**src/hw/rtl/tdfa_pkg.sv**
```systemverilog
package tdfa_pkg;

    localparam int MAX_STATES  = 16;
    localparam int MAX_SYMBOLS = 8;
    localparam int COUNT_WIDTH = 16;

    localparam int CMD_W      = 2;
    localparam int CODE_W     = 8;
    localparam int SLOT_W     = 3;
    localparam int STATE_W    = 4;
    localparam int TARGET_W   = 5;
    localparam int STATUS_W   = 2;
    localparam int SYMCNT_W   = 4;
    localparam int STCNT_W    = 5;
    localparam int CFG_ADDR_W = 1;
    localparam int CFG_DATA_W = 5;
    localparam int S_DATA_W   = 24;
    localparam int M_DATA_W   = 32;

    localparam logic [CFG_ADDR_W-1:0] REG_SYMBOL_COUNT = 1'b0;
    localparam logic [CFG_ADDR_W-1:0] REG_STATE_COUNT  = 1'b1;

    typedef enum logic [CMD_W-1:0] {
        CMD_LOAD_SYMBOL = 2'd0,
        CMD_LOAD_TRANS  = 2'd1,
        CMD_LOAD_FINAL  = 2'd2,
        CMD_WORD_CHAR   = 2'd3
    } cmd_t;

    typedef enum logic [STATUS_W-1:0] {
        ST_RUNNING  = 2'd0,
        ST_ACCEPTED = 2'd1,
        ST_REJECTED = 2'd2,
        ST_DEAD     = 2'd3
    } status_t;

    typedef struct packed {
        logic              found;
        logic [SLOT_W-1:0] slot;
    } match_t;

    typedef logic [MAX_STATES-1:0][STATE_W-1:0] trans_row_t;
    typedef logic [MAX_STATES-1:0]              has_row_t;

    typedef struct packed {
        logic [COUNT_WIDTH-1:0] step_count;
        status_t                status;
        logic [STATE_W-1:0]     to_state;
        logic [SLOT_W-1:0]      symbol_slot;
        logic                   from_final;
        logic [STATE_W-1:0]     from_state;
    } result_t;

endpackage

```
**src/hw/rtl/tdfa_symbol_match.sv**
```systemverilog
module tdfa_symbol_match import tdfa_pkg::*; (
    input  logic                aclk,
    input  logic                wr_en,
    input  logic [SLOT_W-1:0]   wr_slot,
    input  logic [CODE_W-1:0]   wr_code,
    input  logic [SYMCNT_W-1:0] symbol_count,
    input  logic [CODE_W-1:0]   char_code,
    output match_t              match
);

    logic [CODE_W-1:0] codes_reg [MAX_SYMBOLS];

    always_ff @(posedge aclk) begin
        if (wr_en) begin
            codes_reg[wr_slot] <= wr_code;
        end
    end

    // lowest slot in use wins
    always_comb begin
        match = '0;
        for (int s = MAX_SYMBOLS - 1; s >= 0; s--) begin
            if (SYMCNT_W'(s) < symbol_count && codes_reg[s] == char_code) begin
                match.found = 1'b1;
                match.slot  = SLOT_W'(s);
            end
        end
    end

endmodule

```
**src/hw/rtl/tdfa_trans_mem.sv**
```systemverilog
module tdfa_trans_mem import tdfa_pkg::*; (
    input  logic               aclk,
    input  logic               aresetn,
    input  logic               wr_en,
    input  logic [SLOT_W-1:0]  wr_slot,
    input  logic [STATE_W-1:0] wr_state,
    input  logic               wr_has,
    input  logic [STATE_W-1:0] wr_target,
    input  logic               rd_en,
    input  logic [SLOT_W-1:0]  rd_slot,
    output trans_row_t         rd_row,
    output has_row_t           rd_has
);

    // one row per symbol slot, one field per source state
    trans_row_t mem [MAX_SYMBOLS];
    has_row_t   has_reg [MAX_SYMBOLS];
    trans_row_t rd_row_reg;
    has_row_t   rd_has_reg;

    always_ff @(posedge aclk) begin
        if (wr_en) begin
            mem[wr_slot][wr_state] <= wr_target;
        end
        if (rd_en) begin
            rd_row_reg <= mem[rd_slot];
            rd_has_reg <= has_reg[rd_slot];
        end
    end

    always_ff @(posedge aclk) begin
        if (!aresetn) begin
            for (int s = 0; s < MAX_SYMBOLS; s++) begin
                has_reg[s] <= '0;
            end
        end else if (wr_en) begin
            has_reg[wr_slot][wr_state] <= wr_has;
        end
    end

    assign rd_row = rd_row_reg;
    assign rd_has = rd_has_reg;

endmodule

```
**src/hw/rtl/tdfa_step.sv**
```systemverilog
module tdfa_step import tdfa_pkg::*; (
    input  logic               aclk,
    input  logic               aresetn,
    input  logic               char_take,
    input  logic               char_eow,
    input  match_t             char_match,
    input  logic               flag_wr_en,
    input  logic [STATE_W-1:0] flag_wr_state,
    input  logic               flag_wr_value,
    input  logic [STCNT_W-1:0] states_in_use,
    input  trans_row_t         row,
    input  has_row_t           row_has,
    output logic               can_take,
    output logic               m_valid,
    input  logic               m_ready,
    output result_t            m_result
);

    logic                   s1_valid_reg, s1_valid_next;
    logic                   s1_eow_reg;
    match_t                 s1_match_reg;
    logic [STATE_W-1:0]     cur_state_reg, cur_state_next;
    logic                   dead_reg, dead_next;
    logic [COUNT_WIDTH-1:0] steps_reg, steps_next;
    logic [MAX_STATES-1:0]  acc_reg;
    logic                   out_valid_reg, out_valid_next;
    result_t                out_data_reg, out_data_next;

    logic                   s1_fire;
    logic                   alive;
    logic [STATE_W-1:0]     to_state;
    logic [STATE_W-1:0]     target;

    assign s1_fire  = s1_valid_reg && (!out_valid_reg || m_ready);
    assign can_take = !s1_valid_reg || s1_fire;
    assign target   = row[cur_state_reg];

    always_comb begin
        s1_valid_next  = char_take ? 1'b1 : (s1_fire ? 1'b0 : s1_valid_reg);
        out_valid_next = s1_fire ? 1'b1 : (m_ready ? 1'b0 : out_valid_reg);
        cur_state_next = cur_state_reg;
        dead_next      = dead_reg;
        steps_next     = steps_reg;
        out_data_next  = out_data_reg;
        to_state       = cur_state_reg;
        alive          = 1'b0;
        if (s1_fire) begin
            if (!dead_reg) begin
                if (!s1_match_reg.found || !row_has[cur_state_reg]
                        || {1'b0, target} >= states_in_use) begin
                    dead_next = 1'b1;
                end else begin
                    to_state       = target;
                    cur_state_next = target;
                    if (steps_reg != {COUNT_WIDTH{1'b1}}) begin
                        steps_next = steps_reg + 1'b1;
                    end
                end
            end
            alive = !dead_next;
            out_data_next.from_state  = cur_state_reg;
            out_data_next.from_final  = acc_reg[cur_state_reg];
            out_data_next.symbol_slot = (!dead_reg && s1_match_reg.found)
                                        ? s1_match_reg.slot : '0;
            out_data_next.to_state    = to_state;
            out_data_next.step_count  = steps_next;
            if (s1_eow_reg) begin
                out_data_next.status = (alive && acc_reg[to_state]) ? ST_ACCEPTED
                                                                    : ST_REJECTED;
                cur_state_next = '0;
                dead_next      = 1'b0;
                steps_next     = '0;
            end else begin
                out_data_next.status = alive ? ST_RUNNING : ST_DEAD;
            end
        end
    end

    always_ff @(posedge aclk) begin
        if (!aresetn) begin
            s1_valid_reg  <= 1'b0;
            out_valid_reg <= 1'b0;
            cur_state_reg <= '0;
            dead_reg      <= 1'b0;
            steps_reg     <= '0;
            acc_reg       <= '0;
        end else begin
            s1_valid_reg  <= s1_valid_next;
            out_valid_reg <= out_valid_next;
            cur_state_reg <= cur_state_next;
            dead_reg      <= dead_next;
            steps_reg     <= steps_next;
            if (flag_wr_en) begin
                acc_reg[flag_wr_state] <= flag_wr_value;
            end
        end
    end

    always_ff @(posedge aclk) begin
        if (char_take) begin
            s1_eow_reg   <= char_eow;
            s1_match_reg <= char_match;
        end
        out_data_reg <= out_data_next;
    end

    assign m_valid  = out_valid_reg;
    assign m_result = out_data_reg;

endmodule

```
**src/hw/rtl/table_driven_dfa_recognizer.sv**
```systemverilog
// Path: a word character's transition row read is registered with its request,
// then the state update is registered into the output register.
// Throughput: one request per cycle unless m_tready stalls the output; the
// state loop reads no table, as rows are addressed by slot, not by state.
// Reset (aresetn low, synchronous): state 0, empty transition table, no final
// states, both counts 1; symbol codes stay undefined until loaded.
module table_driven_dfa_recognizer import tdfa_pkg::*; (
    input  logic                  aclk,
    input  logic                  aresetn,
    input  logic                  s_tvalid,
    output logic                  s_tready,
    // char_code[7:0], slot[10:8], state_sel[14:11], target_state[19:15],
    // final_flag[20], zero[23:21]
    input  logic [S_DATA_W-1:0]   s_tdata,
    // command[1:0]
    input  logic [CMD_W-1:0]      s_tuser,
    input  logic                  s_tlast,
    output logic                  m_tvalid,
    input  logic                  m_tready,
    // from_state[3:0], from_final[4], symbol_slot[7:5], to_state[11:8],
    // status[13:12], step_count[29:14], zero[31:30]
    output logic [M_DATA_W-1:0]   m_tdata,
    input  logic                  cfg_wr_en,
    input  logic [CFG_ADDR_W-1:0] cfg_addr,
    input  logic [CFG_DATA_W-1:0] cfg_wdata
);

    logic [SYMCNT_W-1:0] symbol_count_reg;
    logic [STCNT_W-1:0]  state_count_reg;
    logic [STCNT_W-1:0]  states_in_use;

    cmd_t                cmd;
    logic                accept;
    logic [CODE_W-1:0]   char_code;
    logic [SLOT_W-1:0]   slot;
    logic [STATE_W-1:0]  state_sel;
    logic [TARGET_W-1:0] target_state;
    logic                final_flag;
    logic                sel_in_use;

    match_t              match;
    trans_row_t          row;
    has_row_t            row_has;
    result_t             result;

    always_ff @(posedge aclk) begin
        if (!aresetn) begin
            symbol_count_reg <= SYMCNT_W'(1);
            state_count_reg  <= STCNT_W'(1);
        end else if (cfg_wr_en) begin
            case (cfg_addr)
                REG_SYMBOL_COUNT: symbol_count_reg <= cfg_wdata[SYMCNT_W-1:0];
                REG_STATE_COUNT:  state_count_reg  <= cfg_wdata[STCNT_W-1:0];
                default: ;
            endcase
        end
    end

    assign states_in_use = (state_count_reg > STCNT_W'(MAX_STATES))
                           ? STCNT_W'(MAX_STATES) : state_count_reg;

    assign cmd          = cmd_t'(s_tuser);
    assign accept       = s_tvalid && s_tready;
    assign char_code    = s_tdata[7:0];
    assign slot         = s_tdata[10:8];
    assign state_sel    = s_tdata[14:11];
    assign target_state = s_tdata[19:15];
    assign final_flag   = s_tdata[20];
    assign sel_in_use   = {1'b0, state_sel} < states_in_use;

    tdfa_symbol_match u_match (
        .aclk         (aclk),
        .wr_en        (accept && cmd == CMD_LOAD_SYMBOL),
        .wr_slot      (slot),
        .wr_code      (char_code),
        .symbol_count (symbol_count_reg),
        .char_code    (char_code),
        .match        (match)
    );

    tdfa_trans_mem u_mem (
        .aclk      (aclk),
        .aresetn   (aresetn),
        .wr_en     (accept && cmd == CMD_LOAD_TRANS && sel_in_use),
        .wr_slot   (slot),
        .wr_state  (state_sel),
        .wr_has    (!target_state[TARGET_W-1]),
        .wr_target (target_state[STATE_W-1:0]),
        .rd_en     (accept && cmd == CMD_WORD_CHAR),
        .rd_slot   (match.slot),
        .rd_row    (row),
        .rd_has    (row_has)
    );

    tdfa_step u_step (
        .aclk          (aclk),
        .aresetn       (aresetn),
        .char_take     (accept && cmd == CMD_WORD_CHAR),
        .char_eow      (s_tlast),
        .char_match    (match),
        .flag_wr_en    (accept && cmd == CMD_LOAD_FINAL && sel_in_use),
        .flag_wr_state (state_sel),
        .flag_wr_value (final_flag),
        .states_in_use (states_in_use),
        .row           (row),
        .row_has       (row_has),
        .can_take      (s_tready),
        .m_valid       (m_tvalid),
        .m_ready       (m_tready),
        .m_result      (result)
    );

    assign m_tdata = {2'b00, result};

endmodule
```
**config.mk**
```make
export PLATFORM = sky130hd
export DESIGN_NAME = table_driven_dfa_recognizer
export DESIGN_NICKNAME = d
export VERILOG_FILES = /design/src/hw/rtl/tdfa_pkg.sv /design/src/hw/rtl/tdfa_symbol_match.sv /design/src/hw/rtl/tdfa_trans_mem.sv /design/src/hw/rtl/tdfa_step.sv /design/src/hw/rtl/table_driven_dfa_recognizer.sv
export SDC_FILE = /design/constraint.sdc
export NUM_CORES = 1
export LEC_CHECK = 0
export ABC_AREA = 0
export BUFFER_PORTS_ARGS = -buffer_cell sky130_fd_sc_hd__buf_4
export CAP_MARGIN = 40
export CORE_MARGIN = 1.5
export CORE_UTILIZATION = 42
export CTS_BUF_LIST = sky130_fd_sc_hd__clkbuf_8
export DETAILED_ROUTE_END_ITERATION = 10
export SLEW_MARGIN = 20
export SYNTH_ARGS = -nofsm -noshare
export SYNTH_HDL_FRONTEND = slang
export SYNTH_SLANG_ARGS = --single-unit
```
**constraint.sdc**
```tcl
create_clock -name aclk -period 5 [get_ports aclk]
set_input_delay 1 -clock aclk [delete_from_list [all_inputs] [get_ports aclk]]
set_output_delay 1 -clock aclk [all_outputs]
set_load 0.005 [all_outputs]
```
==> results by group <==
Routing
  – DR WL/cell: roughly 22 um
  – 1st-iter DRT viols: 1563
  – Total DRC errors in the routed layout: 11
  – Number of iterations in the first detailed-routing pass: 9
  – Average via count per standard cell: approximately 5.4
  – Drt total wl: around 84000 um
  – Detail Route Antenna Nets: 0
  – Count of vias placed by the detailed router: 20830

Clocking
  – Level count of the clock H-tree: 4
  – CTS Buf Count: 137
  – Clk_lat worst skew: around 810 ps
  – TritonCTS clock tree: yes
  – Clock Sinks: approximately 870
  – Root buf cell: sky130_fd_sc_hd__clkbuf_8
  – # resized after CTS: 0
  – Number of hold-repair buffers added at the cts stage: 0
  – Buffers from clock root to sink, at most: 3
  – Clock slew at reported path FFs: 60 ps
  – Setup fix buffers added after clock tree synthesis: 0

Logic synthesis
  – Most numerous cell in the Yosys netlist: sky130_fd_sc_hd__edfxtp_1
  – Primary FF master, synth: sky130_fd_sc_hd__edfxtp_1
  – Number of enable flip-flop cells after synthesis: between 800 and 900
  – Fraction of registers with async set/reset: 0%
  – Yosys synthesis warning count: 0
  – Xor and xnor fraction of the mapped netlist area: about 1.8%
  – Dominant cell type by area after synthesis: sky130_fd_sc_hd__edfxtp_1
  – Syn_area_per_cell: 15.0 um^2
  – Simple-Gate Fraction of Synth Area: about 6.0%
  – Yosys reg bits: about 870
  – Distinct cells, synth: approximately 60
  – Arithmetic-cell share of the synthesized area counting full adders, half adders and majority gates: 0.266%
  – Post-synthesis compound-gate area fraction: about 3.6%
  – Multiplexer share of the synthesized area: between 10% and 20%
  – Sequential share of the synthesized area: 67.9%
  – Leading post-synthesis cells by cell area: sky130_fd_sc_hd__edfxtp_1 (65%), sky130_fd_sc_hd__mux2i_1 (13%), sky130_fd_sc_hd__nor2_1 (2.8%), sky130_fd_sc_hd__dfxtp_1 (2.6%), sky130_fd_sc_hd__mux2_2 (2.5%)
  – Top-area cell type share of the netlist area: 65.4%
  – Post-Syn Instances: between 2000 and 3000
  – Combined area of all synthesized cells: ~38000 um^2
  – Combinational family with the most area after synthesis: multiplexers
  – Ranking of synthesized cells by instance count: sky130_fd_sc_hd__edfxtp_1 (819), sky130_fd_sc_hd__mux2i_1 (503), sky130_fd_sc_hd__nor2_1 (284)

Global routing
  – Remaining Overflow, GRT: 0
  – GR Util All Layers: between 10% and 20%
  – Vias in the first global route: about 21000
  – Global-route wire length before repair: ~130000 um
  – Number of antenna violations at the first check in global routing: 1
  – Pin count of the biggest net entering global routing: 92

Floorplanning
  – Initial Util: 42.5%
  – Core Footprint: ~90000 um^2
  – DIE AREA: 91400 um^2
  – Number of placement rows: around 110
  – Chip Width: just over 300 um
  – I/O Pins: between 70 and 80
  – Die height: 302 um

Layout
  – Max FFs per register: slightly above 500
  – Net count of the finished layout: around 2600
  – Share of final-layout standard cells stronger than drive strength 1: 16.3%
  – Area Overhead vs Synth: 11.1%
  – Layout filler cell count: around 7600

Place
  – HPWL after DPL: between 50000 and 60000 um
  – GP Congestion: ~0.80
  – Port Buffer Count: 66
  – Pre-CTS setup slack: 398 ps

Status
  – Failing checks: design-rule violations
  – Result of the run: complete, but fails checks

Pwr
  – Static Leakage: between 15 and 20 nW
  – Overall power after layout: between 10 and 15 mW
  – Peak supply drop: 0.220 mV
  – Pwr Density: roughly 330 nW/um^2

Worst setup path
  – Worst setup SP type: flip-flop
  – Highest fanout seen on the critical path: 18
  – Worst Setup End Kind: flip-flop
  – WP data arrival: roughly 5200 ps
  – WS Path Type: reg -> reg
  – Required time at the worst-slack endpoint: 5530 ps

Timing
  – Number of pins exceeding their max-slew limit in the final report: 0
  – Unrepaired setup endpoints after global routing: no
  – Smallest setup slack after layout: roughly 340 ps
  – Hold Slack: 383 ps
  – Setup Skew: 33.3 ps
  – Period utilization: between 90 and 100%
  – Fin crit period: roughly 4700 ps
  – Slew HR: about two fifths
  – Slew of the pin with the lowest slew margin: between 800 and 900 ps
  – Sum Neg Setup Slack: 0 ps
  – Final hold viol count: 0
  – Count of final setup violators: 0
  – Max frequency: 0.214 GHz

Hold path
  – Worst min-delay path class: in -> reg

Run
  – Max-cap violations: 0
==> through the flow <==
stage                     instances  utilization, %  area (um^2)
after floorplan                2511               -        37600
after global placement         3620            44.3        39200
after detailed placement       3626            44.4        39300
after CTS                      3863            47.2        41800
after global routing           3865            47.2        41800
final                          3865            47.2        41800
==> worst max-delay path, stage by stage, from the launching register on <==
cell and delay (ps):
sky130_fd_sc_hd__dfxtp_2 520, sky130_fd_sc_hd__buf_12 240, sky130_fd_sc_hd__mux4_2 560, sky130_fd_sc_hd__a22oi_1 440, sky130_fd_sc_hd__nand2_1 170, sky130_fd_sc_hd__inv_1 90, sky130_fd_sc_hd__ha_1 220, sky130_fd_sc_hd__nand2b_1 140
sky130_fd_sc_hd__a21o_1 180, sky130_fd_sc_hd__a211oi_1 400, sky130_fd_sc_hd__o211a_1 290, sky130_fd_sc_hd__mux2i_4 340, sky130_fd_sc_hd__buf_4 200, sky130_fd_sc_hd__mux2i_1 200, sky130_fd_sc_hd__nor3_1 60, sky130_fd_sc_hd__a21oi_1 200
sky130_fd_sc_hd__a31oi_1 130
==> routing by layer <==
layer	GRT usage [%]	wire (um)	vias to the layer above
met5	0	0	-
met4	5.83	1840	0
met3	3.96	5000	143
met2	30.8	40500	627
met1	24.2	36200	10494
li1	-	-	9566
==> kinds of logic after synthesis <==
family	count (synthesis)
DFF	867
muxes	612
and+or+nand+nor	510
AOI/OAI and AO/OA	228
buffers and inverters	208
xor gates and xnor gates	76
adders and majority gates	8
other	1
==> area by class of cell <==
cell class | count | area, um^2 | share of cell area (%)
sequential | 867 | 25600 | 61.2
inverter | 13 | 50.0 | 0.120
tap | 1165 | 1460 | 3.49
timing repair buffer | 146 | 1290 | 3.09
clock buffer | 141 | 1940 | 4.64
antenna | 1 | 2.50 | 0.00599
clock inverter | 96 | 504 | 1.21
multi-input combinational | 1436 | 11000 | 26.3
==> power by group <==
group          internal, mW  switching [mW]  total (mW)
registers              8.00          0.0279        8.02
clock network          2.77            2.70        5.47
logic                 0.130           0.309       0.438
total                  10.9            3.04        13.9
==> final timing paths <==
check | end | start | slack (ps) | cells after the start
worst max-delay path | u_step.m_result[12]$_DFFE_PP_ | u_step.cur_state_reg[0]$_SDFFE_PN0P_ | 340 | 16
worst min-delay path | u_step.s1_eow_reg$_DFFE_PP_ | s_tlast | 380 | 1
worst max register to register | u_step.m_result[12]$_DFFE_PP_ | u_step.cur_state_reg[0]$_SDFFE_PN0P_ | 340 | 16
worst min register to register | state_count_reg[2]$_SDFFE_PN0P_ | state_count_reg[2]$_SDFFE_PN0P_ | 480 | 2
==> cell usage in the layout, fill, tap and decap left out, types with 3 or more instances in the layout <==
cell and instances:
sky130_fd_sc_hd__mux2i_1 503, sky130_fd_sc_hd__nand3_1 41, sky130_fd_sc_hd__mux4_2 21, sky130_fd_sc_hd__clkinv_2 18, sky130_fd_sc_hd__bufinv_16 3, sky130_fd_sc_hd__or3_1 10
sky130_fd_sc_hd__a21o_1 4, sky130_fd_sc_hd__mux4_1 4, sky130_fd_sc_hd__nand4_1 7, sky130_fd_sc_hd__nand2_1 72, sky130_fd_sc_hd__nor4_1 10, sky130_fd_sc_hd__o21ai_0 142
sky130_fd_sc_hd__a21boi_0 26, sky130_fd_sc_hd__nand2b_1 13, sky130_fd_sc_hd__nor2b_1 31, sky130_fd_sc_hd__xor2_1 43, sky130_fd_sc_hd__buf_4 128, sky130_fd_sc_hd__buf_8 4
sky130_fd_sc_hd__buf_12 11, sky130_fd_sc_hd__edfxtp_1 819, sky130_fd_sc_hd__clkinvlp_4 9, sky130_fd_sc_hd__nand3b_1 4, sky130_fd_sc_hd__a211oi_1 3, sky130_fd_sc_hd__nor3_1 9
sky130_fd_sc_hd__ha_1 8, sky130_fd_sc_hd__and3_1 5, sky130_fd_sc_hd__a21oi_1 16, sky130_fd_sc_hd__mux2_2 83, sky130_fd_sc_hd__inv_1 52, sky130_fd_sc_hd__clkinv_1 24
sky130_fd_sc_hd__a22oi_1 13, sky130_fd_sc_hd__nor2_1 284, sky130_fd_sc_hd__clkbuf_8 141, sky130_fd_sc_hd__dfxtp_1 47, sky130_fd_sc_hd__and2_1 7, sky130_fd_sc_hd__xnor2_1 33
sky130_fd_sc_hd__nor3b_1 4, sky130_fd_sc_hd__o211ai_1 4, sky130_fd_sc_hd__a31oi_1 6
(Power assumes the default switching activity.)
